--- config.mk ---
export PLATFORM = sky130hd
export DESIGN_NAME = dequant_int8_dot_product_flat
export DESIGN_NICKNAME = d
export VERILOG_FILES = /design/src/rtl/dqdp_pkg.sv /design/src/rtl/dqdp_in_if.sv /design/src/rtl/dqdp_out_if.sv /design/src/rtl/dqdp_ctrl.sv /design/src/rtl/dqdp_dp.sv /design/src/rtl/dequant_int8_dot_product.sv /design/src/flat_wrapper.sv
export SDC_FILE = /design/constraint.sdc
export NUM_CORES = 2
export LEC_CHECK = 0
export BUFFER_PORTS_ARGS = -buffer_cell sky130_fd_sc_hd__buf_4
export CAP_MARGIN = 30
export CORE_MARGIN = 4
export CORE_UTILIZATION = 55
export DETAILED_ROUTE_END_ITERATION = 10
export GPL_TIMING_DRIVEN = 1
export HOLD_SLACK_MARGIN = 0.12
export PLACE_DENSITY_LB_ADDON = 0.25
export SLEW_MARGIN = 20
export SYNTH_ARGS = -nofsm -noshare
export SYNTH_HDL_FRONTEND = slang
export SYNTH_SLANG_ARGS = --single-unit
--- constraint.sdc ---
create_clock -name i_clk -period 11.3 [get_ports i_clk]
set_input_delay 0.565 -clock i_clk [delete_from_list [all_inputs] [get_ports i_clk]]
set_output_delay 0.565 -clock i_clk [all_outputs]
set_load 0.02 [all_outputs]
--- src/rtl/dqdp_pkg.sv ---
// Package with shared constants, control types and state codes of the dequantizing dot product.
`timescale 1ns / 1ps

package dqdp_pkg;

    localparam int FRACTION_BITS = 12;
    localparam int X_W           = 16;
    localparam int CODE_W        = 8;
    localparam int COEF_W        = 16;
    localparam int COL_W         = 12;
    localparam int SUM_W         = 48;

    typedef enum logic [2:0] {
        S_IDLE,
        S_T1,
        S_T2,
        S_DEQ,
        S_PROD,
        S_ACC
    } t_state;

    typedef struct packed {
        logic load;
        logic t1;
        logic t2;
        logic deq;
        logic prod;
        logic acc;
    } t_dp_cmd;

    typedef struct packed {
        logic out_stall;
    } t_dp_status;

endpackage

--- src/rtl/dqdp_in_if.sv ---
// Input channel interface carrying one row element item.
`timescale 1ns / 1ps

interface dqdp_in_if;
    logic               valid;
    logic               ready;
    logic signed [15:0] x_value;
    logic        [7:0]  weight_code;
    logic signed [15:0] row_scale;
    logic signed [15:0] row_offset;
    logic signed [15:0] col_scale;
    logic signed [15:0] col_offset;
    logic        [11:0] column_index;
    logic               last_element;

    modport source (
        output valid, x_value, weight_code, row_scale, row_offset,
               col_scale, col_offset, column_index, last_element,
        input  ready
    );

    modport sink (
        input  valid, x_value, weight_code, row_scale, row_offset,
               col_scale, col_offset, column_index, last_element,
        output ready
    );
endinterface

--- src/rtl/dqdp_out_if.sv ---
// Output channel interface carrying one column result item.
`timescale 1ns / 1ps

interface dqdp_out_if;
    logic               valid;
    logic               ready;
    logic signed [47:0] dot_result;
    logic        [11:0] result_column;
    logic               overflow_flag;

    modport source (
        output valid, dot_result, result_column, overflow_flag,
        input  ready
    );

    modport sink (
        input  valid, dot_result, result_column, overflow_flag,
        output ready
    );
endinterface

--- src/rtl/dqdp_ctrl.sv ---
// Controller state machine that steps one item through the datapath stages.
`timescale 1ns / 1ps

module dqdp_ctrl (
    input  logic                   i_clk,
    input  logic                   i_rst_n,
    input  logic                   i_in_valid,
    output logic                   o_in_ready,
    input  dqdp_pkg::t_dp_status   i_status,
    output dqdp_pkg::t_dp_cmd      o_cmd
);
    import dqdp_pkg::*;

    t_state r_state;
    t_state n_state;

    always_ff @(posedge i_clk) begin
        if (!i_rst_n) begin
            r_state <= S_IDLE;
        end else begin
            r_state <= n_state;
        end
    end

    always_comb begin
        n_state    = r_state;
        o_cmd      = '0;
        o_in_ready = 1'b0;
        case (r_state)
            S_IDLE: begin
                o_in_ready = 1'b1;
                if (i_in_valid) begin
                    o_cmd.load = 1'b1;
                    n_state    = S_T1;
                end
            end
            S_T1: begin
                o_cmd.t1 = 1'b1;
                n_state  = S_T2;
            end
            S_T2: begin
                o_cmd.t2 = 1'b1;
                n_state  = S_DEQ;
            end
            S_DEQ: begin
                o_cmd.deq = 1'b1;
                n_state   = S_PROD;
            end
            S_PROD: begin
                o_cmd.prod = 1'b1;
                n_state    = S_ACC;
            end
            S_ACC: begin
                if (!i_status.out_stall) begin
                    o_cmd.acc = 1'b1;
                    n_state   = S_IDLE;
                end
            end
            default: begin
                n_state = S_IDLE;
            end
        endcase
    end

endmodule

--- src/rtl/dqdp_dp.sv ---
// Datapath with the dequantize multipliers, the saturating accumulator and the result register.
`timescale 1ns / 1ps

module dqdp_dp #(
    parameter int FRACTION_BITS = dqdp_pkg::FRACTION_BITS
) (
    input  logic                                   i_clk,
    input  logic                                   i_rst_n,
    input  dqdp_pkg::t_dp_cmd                      i_cmd,
    output dqdp_pkg::t_dp_status                   o_status,
    input  logic signed [dqdp_pkg::X_W-1:0]        i_x_value,
    input  logic        [dqdp_pkg::CODE_W-1:0]     i_weight_code,
    input  logic signed [dqdp_pkg::COEF_W-1:0]     i_row_scale,
    input  logic signed [dqdp_pkg::COEF_W-1:0]     i_row_offset,
    input  logic signed [dqdp_pkg::COEF_W-1:0]     i_col_scale,
    input  logic signed [dqdp_pkg::COEF_W-1:0]     i_col_offset,
    input  logic        [dqdp_pkg::COL_W-1:0]      i_column_index,
    input  logic                                   i_last_element,
    output logic                                   o_out_valid,
    input  logic                                   i_out_ready,
    output logic signed [dqdp_pkg::SUM_W-1:0]      o_dot_result,
    output logic        [dqdp_pkg::COL_W-1:0]      o_result_column,
    output logic                                   o_overflow_flag
);
    import dqdp_pkg::*;

    localparam int W_WQ   = CODE_W + FRACTION_BITS + 1;
    localparam int W_P1   = W_WQ + COEF_W;
    localparam int W_T1   = W_P1 - FRACTION_BITS;
    localparam int W_P2   = W_T1 + COEF_W;
    localparam int W_T2   = W_P2 - FRACTION_BITS;
    localparam int W_DEQ  = W_T2 + 1;
    localparam int W_P3   = W_DEQ + X_W;
    localparam int W_PROD = W_P3 - FRACTION_BITS;
    localparam int W_SUM  = ((W_PROD > SUM_W) ? W_PROD : SUM_W) + 1;

    logic signed [X_W-1:0]    r_x;
    logic        [CODE_W-1:0] r_code;
    logic signed [COEF_W-1:0] r_rs;
    logic signed [COEF_W-1:0] r_ro;
    logic signed [COEF_W-1:0] r_cs;
    logic signed [COEF_W-1:0] r_co;
    logic        [COL_W-1:0]  r_col;
    logic                     r_last;

    logic signed [W_T1-1:0]   r_t1;
    logic signed [W_T2-1:0]   r_t2;
    logic signed [W_DEQ-1:0]  r_deq;
    logic signed [W_PROD-1:0] r_prod;
    logic signed [SUM_W-1:0]  r_sum;
    logic                     r_sat;

    logic                     r_out_valid;
    logic signed [SUM_W-1:0]  r_dot;
    logic        [COL_W-1:0]  r_out_col;
    logic                     r_ovf;

    logic signed [W_WQ-1:0]   wq;
    logic signed [W_P1-1:0]   p1;
    logic signed [W_P2-1:0]   p2;
    logic signed [W_DEQ-1:0]  deq;
    logic signed [W_P3-1:0]   p3;
    logic signed [W_SUM-1:0]  sum;
    logic                     sat_now;
    logic signed [SUM_W-1:0]  sum_sat;

    // The weight code plus one half, exact in the fixed-point fraction.
    assign wq  = signed'({1'b0, r_code, 1'b1, {(FRACTION_BITS - 1){1'b0}}});
    assign p1  = wq * r_rs;
    assign p2  = r_t1 * r_cs;
    assign deq = W_DEQ'(r_t2) + W_DEQ'(r_ro) + W_DEQ'(r_co);
    assign p3  = r_x * r_deq;
    assign sum = W_SUM'(r_sum) + W_SUM'(r_prod);

    // The sum fits when all bits above the result sign agree with it.
    assign sat_now = !((&sum[W_SUM-1:SUM_W-1]) || !(|sum[W_SUM-1:SUM_W-1]));
    assign sum_sat = sat_now ? (sum[W_SUM-1] ? {1'b1, {(SUM_W - 1){1'b0}}}
                                             : {1'b0, {(SUM_W - 1){1'b1}}})
                             : sum[SUM_W-1:0];

    assign o_status.out_stall = r_last && r_out_valid && !i_out_ready;

    always_ff @(posedge i_clk) begin
        if (i_cmd.load) begin
            r_x    <= i_x_value;
            r_code <= i_weight_code;
            r_rs   <= i_row_scale;
            r_ro   <= i_row_offset;
            r_cs   <= i_col_scale;
            r_co   <= i_col_offset;
            r_col  <= i_column_index;
            r_last <= i_last_element;
        end
        if (i_cmd.t1) begin
            r_t1 <= p1[W_P1-1:FRACTION_BITS];
        end
        if (i_cmd.t2) begin
            r_t2 <= p2[W_P2-1:FRACTION_BITS];
        end
        if (i_cmd.deq) begin
            r_deq <= deq;
        end
        if (i_cmd.prod) begin
            r_prod <= p3[W_P3-1:FRACTION_BITS];
        end
        if (i_cmd.acc && r_last) begin
            r_dot     <= sum_sat;
            r_out_col <= r_col;
            r_ovf     <= r_sat || sat_now;
        end
    end

    always_ff @(posedge i_clk) begin
        if (!i_rst_n) begin
            r_sum       <= '0;
            r_sat       <= 1'b0;
            r_out_valid <= 1'b0;
        end else begin
            if (i_cmd.acc) begin
                if (r_last) begin
                    r_sum <= '0;
                    r_sat <= 1'b0;
                end else begin
                    r_sum <= sum_sat;
                    r_sat <= r_sat || sat_now;
                end
            end
            if (i_cmd.acc && r_last) begin
                r_out_valid <= 1'b1;
            end else if (i_out_ready) begin
                r_out_valid <= 1'b0;
            end
        end
    end

    assign o_out_valid     = r_out_valid;
    assign o_dot_result    = r_dot;
    assign o_result_column = r_out_col;
    assign o_overflow_flag = r_ovf;

endmodule

--- src/rtl/dequant_int8_dot_product.sv ---
// Top level of the dequantizing 8-bit dot product that joins controller and datapath.
//
//  channel  | direction | payload                                           | item
//  i_in     | sink      | x, weight code, scales, offsets, column, last     | one row element
//  o_out    | source    | dot_result, result_column, overflow_flag          | one column sum
//
// Each item is captured, then passes four multiply and add stages and the accumulate
// step of the single shared datapath, which works on one item at a time; each result
// is offered through an output register that the accumulate step of its last item sets.
// Reset is synchronous and active low and clears the sum, its saturation and the control.
// A stalled result holds the accumulate step of the next last item until it is taken.
`timescale 1ns / 1ps

module dequant_int8_dot_product #(
    parameter int FRACTION_BITS = dqdp_pkg::FRACTION_BITS
) (
    input  logic       i_clk,
    input  logic       i_rst_n,
    dqdp_in_if.sink    i_in,
    dqdp_out_if.source o_out
);
    import dqdp_pkg::*;

    t_dp_cmd    w_cmd;
    t_dp_status w_status;
    logic       w_ready;

    assign i_in.ready = w_ready;

    dqdp_ctrl u_ctrl (
        .i_clk      (i_clk),
        .i_rst_n    (i_rst_n),
        .i_in_valid (i_in.valid),
        .o_in_ready (w_ready),
        .i_status   (w_status),
        .o_cmd      (w_cmd)
    );

    dqdp_dp #(
        .FRACTION_BITS (FRACTION_BITS)
    ) u_dp (
        .i_clk           (i_clk),
        .i_rst_n         (i_rst_n),
        .i_cmd           (w_cmd),
        .o_status        (w_status),
        .i_x_value       (i_in.x_value),
        .i_weight_code   (i_in.weight_code),
        .i_row_scale     (i_in.row_scale),
        .i_row_offset    (i_in.row_offset),
        .i_col_scale     (i_in.col_scale),
        .i_col_offset    (i_in.col_offset),
        .i_column_index  (i_in.column_index),
        .i_last_element  (i_in.last_element),
        .o_out_valid     (o_out.valid),
        .i_out_ready     (o_out.ready),
        .o_dot_result    (o_out.dot_result),
        .o_result_column (o_out.result_column),
        .o_overflow_flag (o_out.overflow_flag)
    );

endmodule

--- src/flat_wrapper.sv ---
// flat-port wrapper written by rule: the top's interface ports become plain ports
module dequant_int8_dot_product_flat import dqdp_pkg::*;
#(
    parameter int FRACTION_BITS = dqdp_pkg::FRACTION_BITS
)
  (i_clk, i_rst_n, i_in_valid, i_in_x_value, i_in_weight_code, i_in_row_scale, i_in_row_offset, i_in_col_scale, i_in_col_offset, i_in_column_index, i_in_last_element, i_in_ready, o_out_valid, o_out_dot_result, o_out_result_column, o_out_overflow_flag, o_out_ready);
  dqdp_in_if i_in_i ();
  dqdp_out_if o_out_i ();
  input  logic i_clk;
  input  logic i_rst_n;
  input wire logic [$bits(i_in_i.valid)-1:0] i_in_valid;
  input wire logic [$bits(i_in_i.x_value)-1:0] i_in_x_value;
  input wire logic [$bits(i_in_i.weight_code)-1:0] i_in_weight_code;
  input wire logic [$bits(i_in_i.row_scale)-1:0] i_in_row_scale;
  input wire logic [$bits(i_in_i.row_offset)-1:0] i_in_row_offset;
  input wire logic [$bits(i_in_i.col_scale)-1:0] i_in_col_scale;
  input wire logic [$bits(i_in_i.col_offset)-1:0] i_in_col_offset;
  input wire logic [$bits(i_in_i.column_index)-1:0] i_in_column_index;
  input wire logic [$bits(i_in_i.last_element)-1:0] i_in_last_element;
  output wire logic [$bits(i_in_i.ready)-1:0] i_in_ready;
  output wire logic [$bits(o_out_i.valid)-1:0] o_out_valid;
  output wire logic [$bits(o_out_i.dot_result)-1:0] o_out_dot_result;
  output wire logic [$bits(o_out_i.result_column)-1:0] o_out_result_column;
  output wire logic [$bits(o_out_i.overflow_flag)-1:0] o_out_overflow_flag;
  input wire logic [$bits(o_out_i.ready)-1:0] o_out_ready;
  assign i_in_i.valid = i_in_valid;
  assign i_in_i.x_value = i_in_x_value;
  assign i_in_i.weight_code = i_in_weight_code;
  assign i_in_i.row_scale = i_in_row_scale;
  assign i_in_i.row_offset = i_in_row_offset;
  assign i_in_i.col_scale = i_in_col_scale;
  assign i_in_i.col_offset = i_in_col_offset;
  assign i_in_i.column_index = i_in_column_index;
  assign i_in_i.last_element = i_in_last_element;
  assign i_in_ready = i_in_i.ready;
  assign o_out_valid = o_out_i.valid;
  assign o_out_dot_result = o_out_i.dot_result;
  assign o_out_result_column = o_out_i.result_column;
  assign o_out_overflow_flag = o_out_i.overflow_flag;
  assign o_out_i.ready = o_out_ready;
  dequant_int8_dot_product #(.FRACTION_BITS(FRACTION_BITS)) u_core (.i_clk(i_clk), .i_rst_n(i_rst_n), .i_in(i_in_i), .o_out(o_out_i));
endmodule
* After elaboration in Yosys (flattened, before gate mapping)
Index checks and enable logic that the tools add are counted.
Word-level totals: register bits 333, input bits 105, output and inout port bits 63, word-level logic and storage cells 63
Operators by class: add/sub/neg operators 3, multipliers 3, equality and inequality tests 7, multiplexer cells 18, reductions and logical operators 13
Operators by type and width (count):
- $mux 48 | 3
- $add 48x34->49 | 1
- $mul 16x30->46 | 1
- $mul 25x16->41 | 1
- $add 29x16->30 | 1
- $add 30x16->30 | 1
- $mul 10x16->26 | 1
- $pmux 3 s6 | 1
- $mux 1 | 12
- $eq 3x2->1 const B | 2
- $eq 3x3->1 const B | 2
- $mux 3 | 2
- $ne 2x2->1 const B | 2
- $reduce_and 2->1 | 2
- $eq 3x1->1 const B | 1
- $logic_and 1x1->1 | 3
- $logic_not 1->1 | 3
- $logic_not 3->1 | 1
- $logic_or 1x1->1 | 2
- $reduce_bool 2->1 | 1
- $reduce_or 2->1 | 1

* Logic depth before layout (Yosys ltp)
word-level depth 7, gate-level depth with buffers 26, depth with buffers taken out 25

* Hierarchy
A second synthesis with hierarchy kept.
Second synthesis, totals: cells, all modules 5020, area total of the unflattened synthesis 50290.7 um^2
Modules (own cells, without submodules):
- dqdp_dp | times used 1, cells an instance 4996, area each 50099.3 um^2, seq. area each 9409.0 um^2
- dqdp_ctrl | times used 1, cells an instance 24, area each 191.4 um^2, seq. area each 60.1 um^2

* Worst setup path after synthesis
OpenSTA, ideal clock, no wires.
kind register to register, from register u_core.u_dp.r_x[1], to register u_core.u_dp.r_prod[30] (data pin), setup time 0.258 ns, arrival time 6.405 ns, data required time 11.042 ns, path slack 4.637 ns, stages on the path, launching flop included 25, buffers on the path 2, clock period less this slack 6.663 ns, path through edfxtp_1 clkbuf_1 clkbuf_1 nand2_1 fa_1 fa_1 fa_1 inv_1 fa_1 fa_1 inv_1 fa_1 inv_1 ha_1 and3_1 nor2b_1 a211o_1 a21oi_1 or3b_1 and4_1 a211o_1 o311ai_2 a21o_1 a21o_1 xor2_1
Between the ends: word-level cells in the longest chain between the ends 1
Ends and longest elaborated chain:
- start: declaration | line dqdp_dp.sv:37 | logic signed [X_W-1:0] r_x;
- start signal: assignment | line dqdp_dp.sv:85 | r_x <= i_x_value;
- $mul 16x30->46 | line dqdp_dp.sv:72 | assign p3 = r_x * r_deq;
- net u_core.u_dp.p3[42] | line dqdp_dp.sv:62 | logic signed [W_P3-1:0] p3;
- end signal: assignment | line dqdp_dp.sv:104 | r_prod <= p3[W_P3-1:FRACTION_BITS];
- end: declaration | line dqdp_dp.sv:49 | logic signed [W_PROD-1:0] r_prod;
The timed path passes the listed nets, and every way through them passes these cells. A chain may end at the register's enable or synchronous reset.

* Worst setup path in the final report
from register u_core.u_dp.r_x[5], to register u_core.u_dp.r_prod[30] (data pin)
Same word-level chain as after synthesis.

==> flow_summary.json <==
{
  "place.gp.congestion": 0.922,
  "final_cell_mix": "inv_1 (1122), fa_1 (997), nand2_1 (594)",
  "io_buffers": 167,
  "cp_slowest_stage_delay_ps": 970,
  "grt_antenna_before_repair": 0,
  "wl_met1_um": 46300,
  "layout-drive-gt1-share_pct": 5.93,
  "seqCellArea_sq_um": 9470,
  "track_usage_pct": 25.4,
  "wire_per_inst_um": 18.3,
  "whs_ps": 158,
  "grt_pass1_wl_um": 194000,
  "drv_slew": 0,
  "crit_arrival_ps": 7880,
  "cts_root_buf": "clkbuf_16",
  "clkTransAtPathRegs_ps": 60,
  "cts_made_buffers": 41,
  "ys_seq_area_share_pct": 18.9,
  "outcome": "complete, no violations",
  "syn_nets": 6476,
  "synthSimpleGateAreaFrac_pct": 12.8,
  "path_depth": 22,
  "crit_required_ps": 11660,
  "synthArstFlopShare_pct": 0,
  "synthAdderAreaFrac_pct": 48.2,
  "r2r_cells": 22,
  "start_util_pct": 55.6,
  "diodes": 0,
  "dr_wl_met3_um": 5600,
  "synth_top_family_by_area": "adder cells",
  "grt_pass1_vias": 37258,
  "worst_pin_slew_ps": 957,
  "die_area_sq_um": 96200,
  "fp.dieW_um": 310,
  "area_growth_pct": 9.12,
  "grt_start_max_net_pins": 55,
  "crit_slowest_cell": "edfxtp_1",
  "hold_path_depth": 1,
  "ys_types": 77,
  "finalHoldViolations": 0,
  "cp.buffers_inverters": 4,
  "yosysTopAreaCellShare_pct": 39.8,
  "drtIter0Drc": 1937,
  "finalInstanceArea_sq_um": 54800,
  "crit_path_start_kind": "register",
  "maxCapViolations": 0,
  "rrSetupSlack_ps": 3780,
  "postPlaceCellArea_sq_um": 52400,
  "fin_setup_tns_ps": 0,
  "coreArea_sq_um": 90300,
  "drc_errors": 0,
  "cts_tree": "built",
  "syn_inst": 5037,
  "cp_cell_sequence": "and2_1 -> fa_1 -> inv_1 -> fa_1 -> fa_1 -> inv_1 -> fa_1 -> fa_1 -> inv_1 -> fa_1 -> inv_1 -> ha_1 -> and3_1 -> nand4_1 -> a21oi_1 -> o2111ai_1 -> and4_1 -> a211o_1 -> o311ai_2 -> a21o_1 -> a21o_1 -> xor2_1",
  "dpl.hpwl_um": 92900,
  "synth-compound-area-share_pct": 7.15,
  "fill_cells": 7526,
  "hold_class": "primary input to register",
  "crit_top_cell": "fa_1",
  "synth.avg_cell_area_sq_um": 9.97,
  "clk_path_buf_depth": 3,
  "synthXorXnorAreaFrac_pct": 3.07,
  "detail-route-antenna-nets": 0,
  "routed_wl_um": 117000,
  "fin_crit_sh_pct": 66.6,
  "grt-ovfl-total": 0,
  "final_core_utilization_pct": 60.7,
  "ys_seq_elements": 333,
  "rows": 110,
  "fmax_mhz": 133,
  "synth_warnings": 0,
  "synth_top_area_cell": "fa_1",
  "synth_edf_count": 280,
  "crit_type": "register to register",
  "die-height_um": 310,
  "maxUsedRoutingLayer": "met4",
  "synthTopCellsByArea": "fa_1 (40%), edfxtp_1 (17%), ha_1 (8.4%)",
  "max-slew-margin-rel_pct": 36.2,
  "synth.area.mux_share_pct": 0.0199,
  "htree_levels": 2,
  "end_kind": "register",
  "via_per_inst": 5.39,
  "vias": 34448,
  "syn_area_sq_um": 50200,
  "ys.flop_type": "edfxtp_1",
  "rsz0062_at_grt": "false",
  "crit_family": "adder cells",
  "multi_input_area_sq_um": 35800,
  "mostFrequentLayoutCell": "inv_1",
  "worstPathMaxFanout": 30,
  "firstDrtPassIters": 6,
  "clock_skew_ps": 30.7,
  "layout_min_cycle_time_ps": 7520,
  "clk_latency_ps": 620,
  "met2WireLength_um": 60000,
  "final_nets": 6621,
  "clock_sinks": 333,
  "io_pins": 168,
  "setup_viol": 0
}
[stage by stage]
step                      cells  setup WS [ps]
after floorplan            5037           4640
after global routing       6390           3430
after global placement     6215           3700
after detailed placement   6216           3640
final                      6390           3780
after CTS                  6385           3640
[timing repair]
action,4_1_cts,5_1_grt
endpoints found under the hold margin,94,0
hold buffers,94,0
resized for setup,0,0
setup buffers,0,0
[synth_stat cells (6+ instances only)]
library cell and count:
or3_1 11, fa_1 997, and2_1 429, a211o_1 9, nor2_1 120, nor3_1 20
nand2b_1 31, a21o_1 78, a21oi_1 182, o211ai_1 7, a31oi_1 20, o21a_1 16
edfxtp_1 280, xor2_1 57, clkbuf_1 167, nor2b_1 26, a221o_1 11, xnor2_1 119
buf_2 14, nand4_1 17, o21ai_0 110, dfxtp_1 53, nand2_1 594, o21ai_1 42
and3_1 16, o21bai_1 18, a211oi_1 8, inv_1 1123, and4_1 6, nand3_1 22
ha_1 337
[final cells by class]
type	instances	area share (%)
Clock buffer	46	1.91
Clock inverter	29	0.601
Timing Repair Buffer	292	4.51
Tap cell	1176	2.69
Sequential cell	333	17.3
Inverter	1124	7.70
Multi-Input combinational cell	3390	65.3
[metal layers]
layer	GRT usage, %	vias up
met3	3.17	274
met1	31.7	17531
li1	-	15660
met5	0	-
met4	9.96	0
met2	45.3	983
[final timing paths]
check                                      startpoint                              end
worst min-delay path              i_in_col_offset[15]             u_core.u_dp.r_co[15]
worst max-delay path               u_core.u_dp.r_x[5]           u_core.u_dp.r_prod[30]
worst max register to register     u_core.u_dp.r_x[5]           u_core.u_dp.r_prod[30]
worst min register to register  u_core.u_dp.r_col[11]  u_core.u_dp.o_result_column[11]
[kinds of logic after synthesis]
kind of cell / after synthesis
fa+ha+maj: 1334
buf+inv: 1314
simple gates: 1313
compound gates: 566
flops: 333
xor+xnor: 176
mux: 1
[flip-flops by register name, summed over array words and instances, names as in the netlist, 16 cells and up]
name                      cells
u_core.u_dp.r_cs             16
u_core.u_dp.r_x              16
u_core.u_dp.r_deq            30
u_core.u_dp.r_sum            48
u_core.u_dp.r_t2             29
u_core.u_dp.r_co             16
u_core.u_dp.r_rs             16
u_core.u_dp.r_t1             25
u_core.u_dp.o_dot_result     48
u_core.u_dp.r_prod           34
u_core.u_dp.r_ro             16
[worst reg2reg max path, stage by stage (launching register included)]
cell       delay, ps
edfxtp_1         970
and2_1           270
fa_1             410
inv_1             80
fa_1             440
fa_1             510
inv_1             50
fa_1             490
fa_1             490
inv_1             50
fa_1             470
inv_1             40
ha_1             330
and3_1           200
nand4_1          110
a21oi_1          620
o2111ai_1        360
and4_1           290
a211o_1          340
o311ai_2         350
a21o_1           200
a21o_1           130
xor2_1            60
Power is not shown: default switching activity piles up to over one toggle a cycle in this logic, so the estimate is an artifact.
